### src/hw/rtl/d2eo_pkg.sv
// Package for the 2x2 ordered dither with edge overlay.
// Holds item and tap types, register codes and the gray, level and pattern functions.
// No dependencies.
package d2eo_pkg;

    localparam int DEF_MAX_WIDTH  = 1024;
    localparam int DEF_MAX_HEIGHT = 1024;

    localparam int CFG_IDX_W  = 2;
    localparam int CFG_DATA_W = 11;

    localparam logic [CFG_IDX_W-1:0] REG_WIDTH  = 2'd0;
    localparam logic [CFG_IDX_W-1:0] REG_HEIGHT = 2'd1;
    localparam logic [CFG_IDX_W-1:0] REG_PLANE  = 2'd2;
    localparam logic [CFG_IDX_W-1:0] REG_THRESH = 2'd3;

    localparam logic [10:0] RST_WIDTH  = 11'd640;
    localparam logic [10:0] RST_HEIGHT = 11'd200;
    localparam logic [2:0]  RST_PLANE  = 3'd7;
    localparam logic [7:0]  RST_THRESH = 8'd64;

    localparam logic [31:0] OPAQUE_BLACK = 32'hFF00_0000;

    typedef struct packed {
        logic        func;
        logic [23:0] pixel_in;
    } t_in_item;

    typedef struct packed {
        logic [31:0] pixel_out;
        logic        frame_end;
    } t_out_item;

    // one pixel as held in line buffers and the window
    typedef struct packed {
        logic [7:0]  gray;
        logic [23:0] rgb;
    } t_tap;

    // what the position of an item says about the result it releases
    typedef struct packed {
        logic has_result;
        logic interior;
        logic leftover;
        logic x_odd;
        logic y_odd;
        logic frame_end;
        logic in_frame;
    } t_pos_info;

    // floor((30*b0 + 59*b2 + 11*b1) / 100), divide by reciprocal 5243 / 2^19
    function automatic logic [7:0] gray_of(input logic [23:0] px);
        logic [14:0] num;
        logic [27:0] prod;
        num  = 15'(px[7:0]) * 15'd30 + 15'(px[23:16]) * 15'd59 + 15'(px[15:8]) * 15'd11;
        prod = 28'(num) * 28'd5243;
        return prod[26:19];
    endfunction

    // floor(sum / 205), sum of four bytes
    function automatic logic [2:0] level_of(input logic [9:0] sum);
        logic [2:0] lvl;
        if (sum >= 10'd820)      lvl = 3'd4;
        else if (sum >= 10'd615) lvl = 3'd3;
        else if (sum >= 10'd410) lvl = 3'd2;
        else if (sum >= 10'd205) lvl = 3'd1;
        else                     lvl = 3'd0;
        return lvl;
    endfunction

    // 2x2 pattern table, sel = {y[0], x[0]}
    function automatic logic pattern_on(input logic [2:0] lvl, input logic [1:0] sel);
        logic on;
        case (lvl)
            3'd1:    on = (sel == 2'd0);
            3'd2:    on = (sel == 2'd0) || (sel == 2'd3);
            3'd3:    on = (sel != 2'd2);
            3'd4:    on = 1'b1;
            default: on = 1'b0;
        endcase
        return on;
    endfunction

endpackage

### src/hw/rtl/d2eo_ctrl.sv
// Configuration registers and stream position counters.
// Decodes the position of the next item into result flags. Uses d2eo_pkg.
module d2eo_ctrl import d2eo_pkg::*; #(
    parameter int MAX_WIDTH  = DEF_MAX_WIDTH,
    parameter int MAX_HEIGHT = DEF_MAX_HEIGHT,
    parameter int XW         = $clog2(MAX_WIDTH)
) (
    input  logic                  i_clk,
    input  logic                  i_rst_n,
    input  logic                  i_cfg_we,
    input  logic [CFG_IDX_W-1:0]  i_cfg_idx,
    input  logic [CFG_DATA_W-1:0] i_cfg_data,
    input  logic                  i_advance,
    output logic [XW-1:0]         o_col,
    output t_pos_info             o_info,
    output logic [2:0]            o_plane,
    output logic [7:0]            o_thresh
);
    localparam int WW = $clog2(MAX_WIDTH + 1);
    localparam int YW = $clog2(MAX_HEIGHT + 2);

    logic [10:0]   r_cfg_width;
    logic [10:0]   r_cfg_height;
    logic [2:0]    r_plane;
    logic [7:0]    r_thresh;
    logic [XW-1:0] r_x;
    logic [YW-1:0] r_y;
    logic [XW-1:0] n_x;
    logic [YW-1:0] n_y;

    logic [WW-1:0] w;
    logic [YW-1:0] h;
    logic [YW-1:0] h1;
    logic [XW-1:0] cur_x;
    logic [YW-1:0] cur_y;
    logic [WW-1:0] x_ext;
    logic [WW-1:0] x_p;
    logic [YW-1:0] y_p;
    logic          bad;
    logic          xz;
    logic          is_last;

    always_comb begin
        if (r_cfg_width < 11'd3) begin
            w = WW'(3);
        end else if (32'(r_cfg_width) > MAX_WIDTH) begin
            w = WW'(MAX_WIDTH);
        end else begin
            w = WW'(r_cfg_width);
        end
        if (r_cfg_height < 11'd3) begin
            h = YW'(3);
        end else if (32'(r_cfg_height) > MAX_HEIGHT) begin
            h = YW'(MAX_HEIGHT);
        end else begin
            h = YW'(r_cfg_height);
        end
        h1 = h + YW'(1);

        bad   = (WW'(r_x) >= w) || (r_y > h1) || ((r_y == h1) && (r_x != '0));
        cur_x = bad ? '0 : r_x;
        cur_y = bad ? '0 : r_y;
        x_ext = WW'(cur_x);
        xz    = (cur_x == '0);
        is_last = (cur_y == h1) && xz;

        x_p = xz ? (w - WW'(1)) : (x_ext - WW'(1));
        y_p = xz ? (cur_y - YW'(2)) : (cur_y - YW'(1));

        o_info.has_result = (cur_y >= YW'(2)) || ((cur_y == YW'(1)) && !xz);
        o_info.interior   = !xz && (y_p >= YW'(1)) && ((y_p + YW'(1)) < h)
                            && (x_p >= WW'(1)) && ((x_p + WW'(1)) < w);
        o_info.leftover   = (!y_p[0] && (y_p == h - YW'(1)))
                            || (!x_p[0] && (x_p == w - WW'(1)));
        o_info.x_odd      = x_p[0];
        o_info.y_odd      = y_p[0];
        o_info.frame_end  = is_last;
        o_info.in_frame   = (cur_y < h);

        if (is_last) begin
            n_x = '0;
            n_y = '0;
        end else if (x_ext == w - WW'(1)) begin
            n_x = '0;
            n_y = cur_y + YW'(1);
        end else begin
            n_x = cur_x + XW'(1);
            n_y = cur_y;
        end
    end

    assign o_col    = cur_x;
    assign o_plane  = r_plane;
    assign o_thresh = r_thresh;

    always_ff @(posedge i_clk) begin
        if (!i_rst_n) begin
            r_cfg_width  <= RST_WIDTH;
            r_cfg_height <= RST_HEIGHT;
            r_plane      <= RST_PLANE;
            r_thresh     <= RST_THRESH;
            r_x          <= '0;
            r_y          <= '0;
        end else begin
            if (i_cfg_we) begin
                unique case (i_cfg_idx)
                    REG_WIDTH:  r_cfg_width  <= i_cfg_data;
                    REG_HEIGHT: r_cfg_height <= i_cfg_data;
                    REG_PLANE:  r_plane      <= i_cfg_data[2:0];
                    REG_THRESH: r_thresh     <= i_cfg_data[7:0];
                    default: ;
                endcase
            end
            if (i_advance) begin
                r_x <= n_x;
                r_y <= n_y;
            end
        end
    end

endmodule

### config.mk
export PLATFORM = sky130hd
export DESIGN_NAME = d2eo_ctrl
export DESIGN_NICKNAME = d
export VERILOG_FILES = /design/src/hw/rtl/d2eo_pkg.sv /design/src/hw/rtl/d2eo_ctrl.sv
export SDC_FILE = /design/constraint.sdc
export NUM_CORES = 1
export LEC_CHECK = 0
export BUFFER_PORTS_ARGS = -buffer_cell sky130_fd_sc_hd__buf_4
export CAP_MARGIN = 20
export CORE_MARGIN = 2
export CORE_UTILIZATION = 45
export DETAILED_ROUTE_END_ITERATION = 7
export PLACE_DENSITY = 0.63
export SLEW_MARGIN = 10
export SYNTH_ARGS = -nofsm -noshare
export SYNTH_HDL_FRONTEND = slang
export SYNTH_SLANG_ARGS = --single-unit
### constraint.sdc
create_clock -name i_clk -period 10.4 [get_ports i_clk]
set_input_delay 0 -clock i_clk [delete_from_list [all_inputs] [get_ports i_clk]]
set_output_delay 0 -clock i_clk [all_outputs]
set_load 0.02 [all_outputs]
==> results.sh <==
export IMPL_netlist_area_leader_share_pct=15.6
export IMPL_synth_most_common_cell="nand2_1"
export IMPL_r2r_end="r_y[9]"
export IMPL_pwr_share_clk_pct=30.1
export IMPL_final_cell_count_no_fill=1151
export IMPL_tightestPinTransition_ns=0.829
export IMPL_hold_viol=0
export IMPL_areaGrowthSynthToFinish_pct=8.90
export IMPL_dp_cells=1131
export IMPL_holdPathEnd="r_cfg_width[10]"
export IMPL_clk_pin_slew_ns=0.09
export IMPL_critical_path_endpoint_type="output pin"
export IMPL_worstSetupStartpointType="flop"
export IMPL_coreArea_um2=15100
export IMPL_synth_compound_area_share_pct=28.0
export IMPL_skew_ns=0.0132
export IMPL_cts_root_buf="clkbuf_16"
export IMPL_max_freq_ghz=0.102
export IMPL_layout_setup_ws_ns=0.617
export IMPL_initial_core_util_pct=45.8
export IMPL_synth_avg_cell_area_um2=7.22
export IMPL_pwr_share_seq_pct=32.1
export IMPL_hold_depth=4
export IMPL_overflow=0
export IMPL_top_layer="met4"
export IMPL_cp_max_fo=18
export IMPL_via_per_inst=6.30
export IMPL_nNetsFinal=1047
export IMPL_cts_hold_repair_buffers=11
export IMPL_rrSetupSlack_ns=2.70
export IMPL_met2_length_mm=10.0
export IMPL_synth_top_family_by_area="simple AND/OR/NAND/NOR gates"
export IMPL_synth_edff_count=0
export IMPL_via_count=7257
export IMPL_antenna_found_initial=0
export IMPL_path_class="flop to output pin"
export IMPL_arrival_ns=9.78
export IMPL_avgRoutedWirePerCell_um=19.6
export IMPL_grt_first_pass_wirelength_mm=36.0
export IMPL_worstRegToRegCells=24
export IMPL_io_buffers=44
export IMPL_hold_ws_ns=0.0246
export IMPL_synthTopCellsByArea="dfxtp_1, ha_1, nand2_1"
export IMPL_placed_cell_area_um2=7240
export IMPL_slew_viol_final=0
export IMPL_muxShareOfSynthArea_pct=2.10
export IMPL_fp_dieW_um=128
export IMPL_finalWirelength_mm=22.6
export IMPL_postCtsSetupBuffers=0
export IMPL_synth_simple_gate_area_share_pct=29.4
export IMPL_crit_required_ns=10.40
export IMPL_io_pins=45
export IMPL_p_int_mw=0.439
export IMPL_grt_pass1_vias=6464
export IMPL_ys_flop_type="dfxtp_1"
export IMPL_grtUsageTotal_pct=27.5
export IMPL_routabilityCongestion=0.963
export IMPL_ys_ff_latch=54
export IMPL_power_mw=0.689
export IMPL_numCtsBuffers=5
export IMPL_ys_top_cells_by_count="nand2_1, ha_1, nor2_1, nand3_1, dfxtp_1"
export IMPL_clock_sink_count=54
export IMPL_max_slew_margin_pct=44.3
export IMPL_synth_cell_types=91
export IMPL_period_minus_slack_ns=9.78
export IMPL_cts_buffer_depth=2
export IMPL_synth_xor_xnor_area_share_pct=5.95
export IMPL_cpPeakStageDelay_ns=0.70
export IMPL_dieArea_um2=16400
export IMPL_peakVddDrop_v=0.0000796
export IMPL_dr_pass1_iters=7
export IMPL_route_detailed_drc=0
export IMPL_r2r_start="r_cfg_height[2]"
export IMPL_yosys_area_share_adder_pct=12.5
export IMPL_rsz0062_at_grt="false"
export IMPL_cts_resized=0
export IMPL_ant_nets=0
export IMPL_n_antenna_cell=0
export IMPL_synthArstFlopShare_pct=0
export IMPL_p_comb_share_pct=37.8
export IMPL_tritoncts="built"
export IMPL_syn_num_nets=1043
export IMPL_synthCells=958
export IMPL_clk_latency_ns=0.32
export IMPL_drtIter0Drc=687
export IMPL_fin_area_um2=7530
export IMPL_status="finished clean"
export IMPL_hpwl_mm=17.2
export IMPL_slowest_stage="or4_1"
export IMPL_maxCapViolCount=0
export IMPL_rows=45
export IMPL_dieHeight_um=128
export IMPL_synth_seq_area_share_pct=15.6
export IMPL_hp_class="primary input to flop"
export IMPL_swShare_pct=36.2
export IMPL_post_route_util_pct=49.9
export IMPL_setup_tns_final_ns=0
export IMPL_dp_slack_ns=1.13
export IMPL_hp_start="i_cfg_idx[0]"
export IMPL_wl_met3_mm=1.88
export IMPL_drive_above_1_share_pct=9.55
export IMPL_syn_area_um2=6910
export IMPL_p_sw_mw=0.249
export IMPL_m1WireLength_mm=10.4
export IMPL_ys_warn_count=0
export IMPL_p_leak_nw=3.09
export IMPL_h_tree_depth=2
export IMPL_grt_max_degree=42
export IMPL_power_density_nw_per_um2=91.5
export IMPL_setup_violations_final=0
export IMPL_fin_crit_sh_pct=94.1
export IMPL_synth_area_leader_cell="dfxtp_1"
export IMPL_worst_path_most_repeated_cell="o21a_1"
power by group through the flow:
| stage | Clock [mW] | Sequential (mW) | Combinational [mW] |
|---|---|---|---|
| 2_1_floorplan | 0 | 0.222 | 0.196 |
| 3_3_place_gp | 0 | 0.225 | 0.252 |
| 3_5_place_dp | 0 | 0.225 | 0.252 |
| 4_1_cts | 0.210 | 0.221 | 0.257 |
| 5_1_grt | 0.218 | 0.222 | 0.290 |
| 6_report | 0.208 | 0.221 | 0.260 |
worst max-delay path, delay by kind of cell (launching register included):
family          cells  cell delay, ns
simple gates       14            4.32
compound gates     13            2.43
fa+ha+maj           5            1.52
buf+inv             3            0.78
flops               1            0.39
worst max path at each step:
stage	from	endpoint	slack, ns
global route	r_cfg_height[2]	o_info[5]	0.01
floorplan	r_cfg_height[2]	o_info[5]	1.51
finish	r_cfg_height[2]	o_info[5]	0.62
global placement	r_cfg_height[2]	o_info[5]	1.35
CTS	r_cfg_height[2]	o_info[5]	0.77
detailed placement	r_cfg_height[2]	o_info[5]	1.13
per-layer routing:
layer  track usage, %  vias to the layer above
li1                 -                     3525
met1             39.6                     3361
met2             42.6                      345
met3             5.22                       26
met4             6.33                        0
met5                0                        -
final cells by class:
class | instances | area, um^2
Clock buffer | 5 | 125
Timing Repair Buffer | 62 | 494
Multi-Input combinational cell | 796 | 5380
Sequential cell | 54 | 1080
Tap cell | 188 | 235
Clock inverter | 3 | 47.5
Fill cell | 1536 | 7560
Inverter | 43 | 161
cells by family (layout without fill, tap and decap cells):
logic type / after synthesis / in the layout
AOI/OAI and AO/OA: 253 / 253
xor gates and xnor gates: 47 / 47
adders and majority gates: 69 / 69
buffers and inverters: 108 / 113
DFF: 54 / 54
muxes: 14 / 14
and+or+nand+nor: 413 / 413
placed cells by master (no fill, tap or decap), drive strengths merged, types with 6 or more instances in the layout:
| cell type | n |
|---|---|
| xor2 | 13 |
| inv | 44 |
| o31ai | 10 |
| or3 | 9 |
| xnor2 | 34 |
| a31oi | 14 |
| nand4 | 12 |
| a211oi | 7 |
| o21ai | 39 |
| dlygate4sd3 | 11 |
| nor2b | 11 |
| nand2 | 141 |
| a21oi | 29 |
| and3 | 19 |
| nor2 | 68 |
| or4 | 13 |
| o221ai | 8 |
| o22ai | 6 |
| dfxtp | 54 |
| a21o | 6 |
| nor4 | 18 |
| mux2i | 13 |
| nand3 | 59 |
| buf | 51 |
| a2bb2oi | 7 |
| and2 | 6 |
| nand2b | 10 |
| a21boi | 29 |
| nor3 | 28 |
| o21a | 28 |
| ha | 68 |
state kept, by name, summed over array words and instances (netlist names):
| register | cells |
|---|---|
| o_plane | 3 |
| o_thresh | 8 |
| r_cfg_height | 11 |
| r_cfg_width | 11 |
| r_x | 10 |
| r_y | 11 |
Note: power is estimated with default switching activity, not from simulation.
