<file path="src/hw/rtl/d2eo_pkg.sv">
// Package for the 2x2 ordered dither with edge overlay.
// Holds item and tap types, register codes and the gray, level and pattern functions.
// No dependencies.
package d2eo_pkg;

    localparam int DEF_MAX_WIDTH  = 1024;
    localparam int DEF_MAX_HEIGHT = 1024;

    localparam int CFG_IDX_W  = 2;
    localparam int CFG_DATA_W = 11;

    localparam logic [CFG_IDX_W-1:0] REG_WIDTH  = 2'd0;
    localparam logic [CFG_IDX_W-1:0] REG_HEIGHT = 2'd1;
    localparam logic [CFG_IDX_W-1:0] REG_PLANE  = 2'd2;
    localparam logic [CFG_IDX_W-1:0] REG_THRESH = 2'd3;

    localparam logic [10:0] RST_WIDTH  = 11'd640;
    localparam logic [10:0] RST_HEIGHT = 11'd200;
    localparam logic [2:0]  RST_PLANE  = 3'd7;
    localparam logic [7:0]  RST_THRESH = 8'd64;

    localparam logic [31:0] OPAQUE_BLACK = 32'hFF00_0000;

    typedef struct packed {
        logic        func;
        logic [23:0] pixel_in;
    } t_in_item;

    typedef struct packed {
        logic [31:0] pixel_out;
        logic        frame_end;
    } t_out_item;

    // one pixel as held in line buffers and the window
    typedef struct packed {
        logic [7:0]  gray;
        logic [23:0] rgb;
    } t_tap;

    // what the position of an item says about the result it releases
    typedef struct packed {
        logic has_result;
        logic interior;
        logic leftover;
        logic x_odd;
        logic y_odd;
        logic frame_end;
        logic in_frame;
    } t_pos_info;

    // floor((30*b0 + 59*b2 + 11*b1) / 100), divide by reciprocal 5243 / 2^19
    function automatic logic [7:0] gray_of(input logic [23:0] px);
        logic [14:0] num;
        logic [27:0] prod;
        num  = 15'(px[7:0]) * 15'd30 + 15'(px[23:16]) * 15'd59 + 15'(px[15:8]) * 15'd11;
        prod = 28'(num) * 28'd5243;
        return prod[26:19];
    endfunction

    // floor(sum / 205), sum of four bytes
    function automatic logic [2:0] level_of(input logic [9:0] sum);
        logic [2:0] lvl;
        if (sum >= 10'd820)      lvl = 3'd4;
        else if (sum >= 10'd615) lvl = 3'd3;
        else if (sum >= 10'd410) lvl = 3'd2;
        else if (sum >= 10'd205) lvl = 3'd1;
        else                     lvl = 3'd0;
        return lvl;
    endfunction

    // 2x2 pattern table, sel = {y[0], x[0]}
    function automatic logic pattern_on(input logic [2:0] lvl, input logic [1:0] sel);
        logic on;
        case (lvl)
            3'd1:    on = (sel == 2'd0);
            3'd2:    on = (sel == 2'd0) || (sel == 2'd3);
            3'd3:    on = (sel != 2'd2);
            3'd4:    on = 1'b1;
            default: on = 1'b0;
        endcase
        return on;
    endfunction

endpackage

</file>
<file path="src/hw/rtl/d2eo_window.sv">
// 3x3 neighborhood window and result logic: dilation, edge test, block dither.
// Uses d2eo_pkg.
module d2eo_window import d2eo_pkg::*; (
    input  logic       i_clk,
    input  logic       i_adv,
    input  t_tap       i_top,
    input  t_tap       i_mid,
    input  t_tap       i_bot,
    input  t_pos_info  i_info,
    input  logic [2:0] i_plane,
    input  logic [7:0] i_thresh,
    output t_out_item  o_result
);
    t_tap r_col1 [3];
    t_tap r_col2 [3];
    t_tap nc [3];
    t_tap lc [3];
    t_tap rc [3];
    t_tap q0, q1, q2, q3;
    logic [7:0]  g;
    logic [7:0]  d;
    logic        edge_hit;
    logic [9:0]  sum;
    logic [2:0]  lvl;
    logic [23:0] lanes;
    logic [1:0]  sel;

    always_comb begin
        nc[0] = i_top;
        nc[1] = i_mid;
        nc[2] = i_bot;
        for (int i = 0; i < 3; i++) begin
            lc[i] = i_info.x_odd ? r_col1[i] : r_col2[i];
            rc[i] = i_info.x_odd ? r_col2[i] : nc[i];
        end

        g = r_col2[1].gray;
        d = g;
        if (r_col2[0].gray > d) d = r_col2[0].gray;
        if (r_col2[2].gray > d) d = r_col2[2].gray;
        if (r_col1[1].gray > d) d = r_col1[1].gray;
        if (nc[1].gray > d)     d = nc[1].gray;
        edge_hit = i_info.interior && ((d - g) > i_thresh);

        q0 = i_info.y_odd ? lc[0] : lc[1];
        q1 = i_info.y_odd ? rc[0] : rc[1];
        q2 = i_info.y_odd ? lc[1] : lc[2];
        q3 = i_info.y_odd ? rc[1] : rc[2];
        sel = {i_info.y_odd, i_info.x_odd};

        for (int j = 0; j < 3; j++) begin
            sum = 10'(q0.rgb[8*j +: 8]) + 10'(q1.rgb[8*j +: 8])
                + 10'(q2.rgb[8*j +: 8]) + 10'(q3.rgb[8*j +: 8]);
            lvl = level_of(sum);
            lanes[8*j +: 8] = (i_plane[j] && pattern_on(lvl, sel)) ? 8'hFF : 8'h00;
        end

        if (edge_hit) begin
            o_result.pixel_out = OPAQUE_BLACK;
        end else if (i_info.leftover) begin
            o_result.pixel_out = '0;
        end else begin
            o_result.pixel_out = {8'hFF, lanes};
        end
        o_result.frame_end = i_info.frame_end;
    end

    always_ff @(posedge i_clk) begin
        if (i_adv) begin
            for (int i = 0; i < 3; i++) begin
                r_col1[i] <= r_col2[i];
                r_col2[i] <= nc[i];
            end
        end
    end

endmodule

</file>
<file path="config.mk">
export PLATFORM = sky130hd
export DESIGN_NAME = d2eo_window
export DESIGN_NICKNAME = d
export VERILOG_FILES = /design/src/hw/rtl/d2eo_pkg.sv /design/src/hw/rtl/d2eo_window.sv
export SDC_FILE = /design/constraint.sdc
export NUM_CORES = 1
export LEC_CHECK = 0
export BUFFER_PORTS_ARGS = -buffer_cell sky130_fd_sc_hd__buf_4
export CAP_MARGIN = 20
export CORE_MARGIN = 2
export CORE_UTILIZATION = 59
export DETAILED_ROUTE_END_ITERATION = 8
export GPL_TIMING_DRIVEN = 0
export PLACE_DENSITY = 0.89
export SLEW_MARGIN = 20
export SYNTH_ARGS = -nofsm -noshare
export SYNTH_HDL_FRONTEND = slang
export SYNTH_SLANG_ARGS = --single-unit
</file>
<file path="constraint.sdc">
create_clock -name i_clk -period 14.75 [get_ports i_clk]
set_clock_uncertainty 0.2 [all_clocks]
set_input_delay 2.2125 -clock i_clk [delete_from_list [all_inputs] [get_ports i_clk]]
set_output_delay 2.2125 -clock i_clk [all_outputs]
set_load 0.01 [all_outputs]
</file>
==> flow_metrics.env, run 1 <==
export IMPL_status="complete, no violations"
export IMPL_synth_cells=748
export IMPL_grt_use_total_pct=25.1
export IMPL_cp_start_kind="flip-flop"
export IMPL_p_per_area_nw_per_um2=172
export IMPL_wl_per_cell_um=21.0
export IMPL_drive_above_1_share_pct=34.4
export IMPL_synth_edff_count=176
export IMPL_arrival_ns=11.42
export IMPL_nNetsFinal=1150
export IMPL_seq_area_frac_synth_pct=45.7
export IMPL_grt_pass1_wl_um=39000
export IMPL_slew_viol_final=0
export IMPL_port_buffers=144
export IMPL_worst_pin_slew_ns=0.989
export IMPL_cp_end_kind="output port"
export IMPL_synthMuxAreaShare_pct=21.5
export IMPL_hpwl_um=18300
export IMPL_hold_violations=0
export IMPL_synth_top_family_by_area="multiplexers"
export IMPL_seqPwrFrac_pct=26.5
export IMPL_max_stage_delay_ns=0.51
export IMPL_yosys_area_share_adder_pct=16.5
export IMPL_power_frac_comb_pct=53.8
export IMPL_internal_power_mw=1.44
export IMPL_vias_per_cell=6.19
export IMPL_period_needed_ns=13.83
export IMPL_synth_nets=987
export IMPL_synth_xor_area_share_pct=1.89
export IMPL_vias=7362
export IMPL_ys_ff_latch=176
export IMPL_synth_top_area_share_pct=45.7
export IMPL_power_switching_mw=0.901
export IMPL_p_leak_nw=5.43
export IMPL_maxCapViolCount=0
export IMPL_switching_share_pct=38.5
export IMPL_synthSimpleGateAreaFrac_pct=2.52
export IMPL_setup_viol=0
export IMPL_cts_buffer_depth=2
export IMPL_die_h_um=144
export IMPL_clkPwrFrac_pct=19.8
export IMPL_cts_made_buffers=17
export IMPL_synthToLayoutAreaGrowth_pct=17.9
export IMPL_place_congestion=0.817
export IMPL_synth_distinct_cells=45
export IMPL_drt_pre_antenna_iters=4
export IMPL_post_route_period_util_pct=93.8
export IMPL_syn_area_um2=11600
export IMPL_finalPower_mw=2.34
export IMPL_drc=0
export IMPL_synth_common_cells="176 x edfxtp_1, 96 x mux4_2, 74 x ha_1"
export IMPL_core_region_area_um2=19300
export IMPL_diodes=0
export IMPL_max_freq_ghz=0.0723
export IMPL_root_buffer="clkbuf_16"
export IMPL_worstPathRequired_ns=12.34
export IMPL_antenna_left=0
export IMPL_async_flop_share_pct=0
export IMPL_fin_setup_tns_ns=0
export IMPL_cts_tree="done"
export IMPL_initial_utilization_pct=59.9
export IMPL_grt_remaining_overflow=0
export IMPL_grt_pass1_vias=7546
export IMPL_antenna_found_initial=0
export IMPL_grt_max_degree=104
export IMPL_ys_warn_count=0
export IMPL_critPathSlowestCell="a211oi_2"
export IMPL_post_synth_cell_area_avg_um2=15.5
export IMPL_peakVddDrop_uv=139
export IMPL_die_w_um=144
export IMPL_fin_util_pct=70.6
export IMPL_io_pins=149
export IMPL_die_area_um2=20800
export IMPL_synth_compound_area_share_pct=7.35
export IMPL_synth_most_common_cell="edfxtp_1"
export IMPL_first_iter_violations=597
export IMPL_hold_path_class="reg2reg"
export IMPL_ys_flop_type="edfxtp_1"
export IMPL_cp_max_fo=11
export IMPL_yosys_top_cells_area="edfxtp_1 46%, mux4_2 19%, fa_1 8.5%"
export IMPL_routed_wl_um=25000
export IMPL_relSlewSlack_pct=34.1
export IMPL_path_clk_slew_ns=0.08
export IMPL_crit_type="reg2out"
export IMPL_row_count=51
export IMPL_rsz0062_at_grt="no"
export IMPL_cts_sinks=176
export IMPL_cts_max_level=4
export IMPL_clkLatencyLatePin_ns=0.44
export IMPL_yosysTopAreaCell="edfxtp_1"
## power groups by stage
stage	sequential (mW)	combinational [mW]	clock, mW
2_1_floorplan	0.619	0.911	0
3_3_place_gp	0.627	1.16	0
3_5_place_dp	0.630	1.22	0
4_1_cts	0.620	1.24	0.469
5_1_grt	0.624	1.39	0.485
6_report	0.620	1.26	0.463
## final timing paths
check | start | end | slack (ns) | cells past startpoint
worst max-delay path | r_col2[0][57]$_DFFE_PP_ | o_result[4] | 0.92 | 52
worst min-delay path | r_col2[0][78]$_DFFE_PP_ | r_col1[0][78]$_DFFE_PP_ | 0.27 | 0
worst max register to register | r_col2[0][57]$_DFFE_PP_ | r_col1[0][57]$_DFFE_PP_ | 13.74 | 0
worst min register to register | r_col2[0][78]$_DFFE_PP_ | r_col1[0][78]$_DFFE_PP_ | 0.27 | 0
## through the flow
step | instance area, µm² | worst slack [ns] | instances | hold WS [ns]
final | 13600 | 0.918 | 1189 | 0.271
after global routing | 13600 | 0.0107 | 1189 | 0.292
after CTS | 13600 | 0.155 | 1190 | 0.276
after detailed placement | 13000 | 0.364 | 1158 | 0.260
after global placement | 13000 | 0.598 | 1157 | 0.251
after floorplan | 11600 | 2.26 | 748 | 0.239
## what timing repair did
item                       CTS  global route
hold buffers                 0             0
gates resized for setup      3             5
setup endpoints to repair   24            32
buffers inserted             0             0
## per-layer routing
metal	global-route usage (%)	part of all wire, %
met5	0	0
met3	4.54	5.6
met2	42.1	51
met1	33.4	41
met4	8.51	2.3
## critical path: cells and delay by family (launching register included)
family	cells	cell delay, ns
and+or+nand+nor	13	1.58
DFF	1	0.50
AOI/OAI and AO/OA	23	4.97
muxes	3	1.10
xor gates and xnor gates	2	0.30
buffers and inverters	5	0.88
adders and majority gates	6	1.62
## state kept, by name (all words and copies together), names as in the netlist
name / flops
r_col2: 96
r_col1: 80
## kinds of logic after synthesis
family                   Yosys count
AND/OR/NAND/NOR                   57
buffers and inverters            112
XOR/XNOR                          25
adder cells (fa/ha/maj)          123
AO/OA/AOI/OAI                    128
flip-flops                       176
multiplexers                     127
## layout by cell type, fill, tap and decap left out, types with 5 or more instances in the layout
master     count
edfxtp_1     176
buf_4        172
mux4_2        96
ha_1          74
inv_1         58
fa_1          49
a21oi_1       37
mux2i_1       23
xnor2_1       21
nor2_1        17
clkbuf_16     17
clkbuf_1      16
o21ai_0       15
a21o_1        14
o21bai_1      13
nand2_1       10
nand4_1        8
mux2_2         7
inv_6          7
nor2b_1        6
a211oi_1       6
o21a_1         6
buf_1          5
o211ai_1       5
nand3_1        5
a31oi_1        5
## layout make-up
class	instances	area (µm²)
buffer	53	318
timing repair buffer	145	1120
tap	265	332
clock buffer	17	425
multi-input combinational	460	5790
clock inverter	15	161
fill	1252	5690
inverter	58	218
sequential	176	5290
Note: power is estimated with default switching activity, not from simulation.
==> run 2, diff against run 1 <==
- CORE_UTILIZATION: 59 -> 53
- PLACE_DENSITY: 0.89 -> 0.85
- clock period: 14.75 -> 12.6 ns (I/O delays scaled with it)
==> run 2 against run 1 <==
Against the previous run:
- die area is 11% higher
- sequential cell count unchanged
- clock-buffer cell count is the same
- hold slack improved by 0.0049 ns
- critical path type unchanged
- largest cell class unchanged
==> flow_metrics.env, run 2 (synthesis results as in run 1) <==
export IMPL_cts_sinks=176
export IMPL_cp_start_kind="flip-flop"
export IMPL_largest_reg_flops=96
export IMPL_antenna_left=0
export IMPL_p_per_area_nw_per_um2=205
export IMPL_hold_violations=0
export IMPL_die_h_um=152
export IMPL_worst_pin_slew_ns=0.955
export IMPL_diodes=0
export IMPL_root_buffer="clkbuf_16"
export IMPL_arrival_ns=10.18
export IMPL_place_congestion=0.806
export IMPL_hold_path_class="reg2reg"
export IMPL_port_buffers=144
export IMPL_period_needed_ns=12.27
export IMPL_cp_max_fo=8
export IMPL_slew_viol_final=0
export IMPL_core_region_area_um2=21600
export IMPL_fin_cells=1230
export IMPL_cp_end_kind="output port"
export IMPL_grt_remaining_overflow=0
export IMPL_post_route_period_util_pct=97.4
export IMPL_crit_type="reg2out"
export IMPL_max_freq_ghz=0.0815
export IMPL_drive_above_1_share_pct=38.6
export IMPL_clkLatencyLatePin_ns=0.45
export IMPL_cts_max_level=4
export IMPL_row_count=54
export IMPL_postCtsHoldBufs=0
export IMPL_vias=7465
export IMPL_worstPathRequired_ns=10.51
export IMPL_cpLargestDelayFamily="compound AO/OA/AOI/OAI gates"
export IMPL_cts_tree="done"
export IMPL_hpwl_um=18200
export IMPL_holdPathEnd="r_col1[0][14]$_DFFE_PP_"
export IMPL_min_path_cells=0
export IMPL_crit_cells=54
export IMPL_cts_buffer_depth=2
export IMPL_p_leak_nw=5.60
export IMPL_peakVddDrop_uv=125
export IMPL_setup_viol=0
export IMPL_wl_per_cell_um=21.5
export IMPL_die_w_um=152
export IMPL_drt_pre_antenna_iters=5
export IMPL_rrSetupSlack_ns=11.56
export IMPL_antenna_found_initial=0
export IMPL_initial_utilization_pct=53.5
export IMPL_r2r_end="r_col1[0][63]$_DFFE_PP_"
export IMPL_grt_max_degree=67
export IMPL_top_register="r_col2"
export IMPL_multi_input_area_um2=5920
export IMPL_cts_made_buffers=17
export IMPL_maxCapViolCount=0
export IMPL_io_pins=149
export IMPL_vias_per_cell=6.07
export IMPL_synthToLayoutAreaGrowth_pct=21.7
export IMPL_grt_pass1_wl_um=39900
export IMPL_final_cell_mix="193 x buf_4, 176 x edfxtp_1, 96 x mux4_2"
export IMPL_largestRegisters="r_col2 x96, r_col1 x80"
export IMPL_seq_area_um2=5290
export IMPL_first_iter_violations=464
export IMPL_max_stage_delay_ns=0.45
export IMPL_relSlewSlack_pct=36.3
export IMPL_grt_pass1_vias=7578
export IMPL_nNetsFinal=1176
export IMPL_hold_ws_ns=0.276
export IMPL_grt_use_total_pct=23.0
export IMPL_routed_wl_um=26400
export IMPL_path_clk_slew_ns=0.07
export IMPL_critPathSlowestCell="edfxtp_1"
export IMPL_layout_commonest_cell="buf_4"
export IMPL_drc=0
export IMPL_hp_start="r_col2[0][14]$_DFFE_PP_"
export IMPL_cp_num_buf_inv=8
export IMPL_dp_cells=1174
export IMPL_path_common_cell="ha_1"
export IMPL_die_area_um2=23000
export IMPL_reg2reg_from="r_col2[0][63]$_DFFE_PP_"
export IMPL_reg2reg_depth=1
export IMPL_nFillCells=1485
export IMPL_status="complete, no violations"
-- run 2: cell count changes in the layout (fill, tap and decap cells not counted), moves of 3 or more --
cell | previous run | this run
buf_4 | 172 | 193
inv_6 | 7 | 2
a21oi_1 | 37 | 33
a21oi_2 | 0 | 4
clkinv_8 | 0 | 4
o21ai_0 | 15 | 11
nand2_1 | 10 | 7
nand2_2 | 0 | 3
nor2_1 | 17 | 14
o21ai_1 | 0 | 3
-- run 2: stage by stage --
step / cell area (µm²) / util [%] / TNS [ns] / power (mW) / setup slack (ns)
2_1_floorplan: 11600 / - / 0 / 1.79 / 0.435
3_3_place_gp: 13000 / 60.2 / -33.79 / 2.09 / -1.34
3_5_place_dp: 13100 / 60.5 / -41.47 / 2.15 / -1.59
4_1_cts: 13900 / 64.1 / 0 / 2.81 / 0.0380
5_1_grt: 14100 / 65.1 / -3.78 / 3.08 / -0.157
6_report: 14100 / 65.1 / 0 / 2.88 / 0.325
-- run 2: final cells by class --
| cell class | instances | share of cell area (%) |
|---|---|---|
| clock buffer | 17 | 3.02 |
| multi-input combinational | 460 | 42.0 |
| inverter | 58 | 1.55 |
| buffer | 53 | 2.33 |
| sequential | 176 | 37.5 |
| tap | 280 | 2.49 |
| timing repair buffer | 171 | 9.72 |
| clock inverter | 15 | 1.36 |
-- run 2: worst max path at each step --
| stage | start | slack (ns) | endpoint |
|---|---|---|---|
| final | r_col2[0][61]$_DFFE_PP_ | 0.33 | o_result[11] |
| after global routing | r_col2[0][61]$_DFFE_PP_ | -0.16 | o_result[7] |
| after CTS | r_col2[0][61]$_DFFE_PP_ | 0.04 | o_result[11] |
| after detailed placement | r_col2[0][62]$_DFFE_PP_ | -1.59 | o_result[22] |
| after global placement | r_col2[0][62]$_DFFE_PP_ | -1.34 | o_result[13] |
| after floorplan | r_col2[0][63]$_DFFE_PP_ | 0.43 | o_result[10] |
-- run 2: layer usage --
| layer | vias up | global-route usage (%) | routed length [µm] |
|---|---|---|---|
| li1 | 3340 | - | - |
| met1 | 3821 | 30.4 | 10700 |
| met2 | 254 | 38.6 | 13900 |
| met3 | 50 | 4.76 | 1340 |
| met4 | 0 | 7.22 | 563 |
| met5 | - | 0 | 0 |
-- run 2: where the power goes --
| group | total, mW | switching, mW | leakage (nW) | internal, mW |
|---|---|---|---|---|
| Clock | 0.561 | 0.273 | 0.298 | 0.288 |
| Combinational | 1.59 | 0.814 | 3.58 | 0.780 |
| Sequential | 0.726 | 0.0297 | 1.72 | 0.696 |
| Total | 2.88 | 1.12 | 5.60 | 1.76 |
-- run 2: what timing repair did --
action	in CTS	in global routing
setup buffers	8	16
cloned	0	1
setup endpoints to repair	32	32
resized for setup	19	26
pin swaps	5	15
==> run 3, diff against run 2 <==
- BUFFER_PORTS_ARGS: -buffer_cell sky130_fd_sc_hd__buf_4 -> -buffer_cell sky130_fd_sc_hd__buf_2
==> run 3 against run 2 <==
Against the previous run:
- clock power is essentially flat
- via count shrank 2.0%
- critical path depth shrank 3
- wire length shrank 5.2%
- first-iteration DRC count grew 2.6%
- largest power group unchanged
- highest routed layer is now met5
==> flow_metrics.env, run 3 (synthesis results as in run 1) <==
export IMPL_status="complete, no violations"
export IMPL_core_region_area_um2=21600
export IMPL_drive_above_1_share_pct=39.2
export IMPL_drt_pre_antenna_iters=5
export IMPL_cp_end_kind="output port"
export IMPL_root_buffer="clkbuf_16"
export IMPL_critPathSlowestCell="a221o_1"
export IMPL_postCtsHoldBufs=0
export IMPL_drt_met1_wl_um=10100
export IMPL_relSlewSlack_pct=32.9
export IMPL_grt_remaining_overflow=0
export IMPL_cts_max_level=4
export IMPL_layout_commonest_cell="edfxtp_1"
export IMPL_seq_area_um2=5290
export IMPL_cts_made_buffers=17
export IMPL_reg2reg_from="r_col2[0][63]$_DFFE_PP_"
export IMPL_worst_pin_slew_ns=1.01
export IMPL_nNetsFinal=1177
export IMPL_r2r_end="r_col1[0][63]$_DFFE_PP_"
export IMPL_maxCapViolCount=0
export IMPL_post_route_period_util_pct=97.0
export IMPL_fin_util_pct=63.7
export IMPL_row_count=54
export IMPL_worstPathRequired_ns=10.51
export IMPL_max_stage_delay_ns=0.42
export IMPL_arrival_ns=10.13
export IMPL_clkLatencyLatePin_ns=0.45
export IMPL_first_iter_violations=476
export IMPL_max_freq_ghz=0.0818
export IMPL_final_cell_mix="176 x edfxtp_1, 143 x buf_2, 96 x mux4_2"
export IMPL_antenna_found_initial=1
export IMPL_worstSetupEndpoint="o_result[11]"
export IMPL_port_buffers=144
export IMPL_vias=7313
export IMPL_die_w_um=152
export IMPL_slew_viol_final=0
export IMPL_fin_setup_tns_ns=0
export IMPL_wl_per_cell_um=20.4
export IMPL_cts_sinks=176
export IMPL_diodes=0
export IMPL_grt_pass1_wl_um=38200
export IMPL_die_area_um2=23000
export IMPL_hold_ws_ns=0.277
export IMPL_hold_violations=0
export IMPL_p_leak_nw=5.48
export IMPL_cts_tree="done"
export IMPL_crit_type="reg2out"
export IMPL_place_congestion=0.792
export IMPL_largest_reg_flops=96
export IMPL_rrSetupSlack_ns=11.52
export IMPL_hpwl_um=17600
export IMPL_largestRegisters="r_col2 x96, r_col1 x80"
export IMPL_setup_slack_ns=0.379
export IMPL_top_register="r_col2"
export IMPL_wl_met2_um=13100
export IMPL_cp_max_fo=8
export IMPL_finalPower_mw=2.80
export IMPL_peakVddDrop_uv=132
export IMPL_die_h_um=152
export IMPL_cp_start_kind="flip-flop"
export IMPL_dpl_worst_slack_ns=-1.65
export IMPL_cts_buffer_depth=2
export IMPL_path_common_cell="ha_1"
export IMPL_crit_path_start="r_col2[0][61]$_DFFE_PP_"
export IMPL_initial_utilization_pct=53.5
export IMPL_synthToLayoutAreaGrowth_pct=19.0
export IMPL_wl_met3_um=1260
export IMPL_period_needed_ns=12.22
export IMPL_p_per_area_nw_per_um2=204
export IMPL_grt_pass1_vias=7616
export IMPL_setup_viol=0
export IMPL_nFillCells=1523
export IMPL_hold_path_class="reg2reg"
export IMPL_io_pins=149
export IMPL_vias_per_cell=5.94
export IMPL_drc=0
export IMPL_reg2reg_depth=1
export IMPL_top_layer="met5"
export IMPL_routed_wl_um=25100
export IMPL_antenna_left=0
export IMPL_grt_use_total_pct=22.0
export IMPL_path_clk_slew_ns=0.08
export IMPL_grt_max_degree=109
export IMPL_multi_input_area_um2=5970
## run 3: cell count changes in the layout (fill, tap and decap cells not counted), sizes merged
cell,previous run,this run
clkinv,5,9
buf,206,209
bufinv,1,0
clkbuf,35,33
inv,66,63
## run 3: metrics by stage
stage | std cells | cell area (µm²)
3_5_place_dp | 1173 | 12700
4_1_cts | 1211 | 13500
5_1_grt | 1231 | 13800
2_1_floorplan | 748 | 11600
6_report | 1231 | 13800
3_3_place_gp | 1172 | 12600
## run 3: worst min-delay path by stage
stage	start	to	slack (ns)	depth (start not counted)
after floorplan	r_col2[0][0]$_DFFE_PP_	r_col1[0][0]$_DFFE_PP_	0.24	0
after global routing	r_col2[0][22]$_DFFE_PP_	r_col1[0][22]$_DFFE_PP_	0.29	0
final	r_col2[0][0]$_DFFE_PP_	r_col1[0][0]$_DFFE_PP_	0.28	0
after CTS	r_col2[0][20]$_DFFE_PP_	r_col1[0][20]$_DFFE_PP_	0.28	0
after detailed placement	r_col2[0][15]$_DFFE_PP_	r_col1[0][15]$_DFFE_PP_	0.26	0
after global placement	r_col2[0][20]$_DFFE_PP_	r_col1[0][20]$_DFFE_PP_	0.25	0
## run 3: cell type report
cell class                 instances  share of cell area, %
buffer                            53                   2.37
clock buffer                      17                   3.09
clock inverter                    15                   1.53
inverter                          58                   1.58
multi-input combinational        460                   43.4
sequential                       176                   38.4
tap                              280                   2.54
timing repair buffer             172                   7.15
## run 3: per-layer routing
metal	global-route usage [%]	up-vias
li1	-	3340
met1	28.5	3708
met2	37.5	223
met3	3.98	40
met4	7.59	2
met5	0	-
## run 3: what timing repair did
action | in CTS | in global routing
setup endpoints to repair | 32 | 32
hold endpoints to repair | 0 | 0
pin swaps | 8 | 23
gates resized for setup | 19 | 36
setup buffers | 7 | 20
## run 3: worst max-delay path, delay by kind of cell (launching register included)
| family | cells | cell delay (ns) |
|---|---|---|
| xor+xnor | 2 | 0.37 |
| simple gates | 12 | 1.40 |
| mux | 3 | 0.99 |
| flops | 1 | 0.40 |
| fa+ha+maj | 6 | 1.74 |
| compound gates | 20 | 3.79 |
| buf+inv | 8 | 0.95 |
## run 3: where the power goes
group          leakage [nW]  switching [mW]  internal (mW)  total [mW]
registers              1.72          0.0291          0.696       0.725
clock network         0.300           0.285          0.274       0.559
logic                  3.46           0.793          0.727        1.52
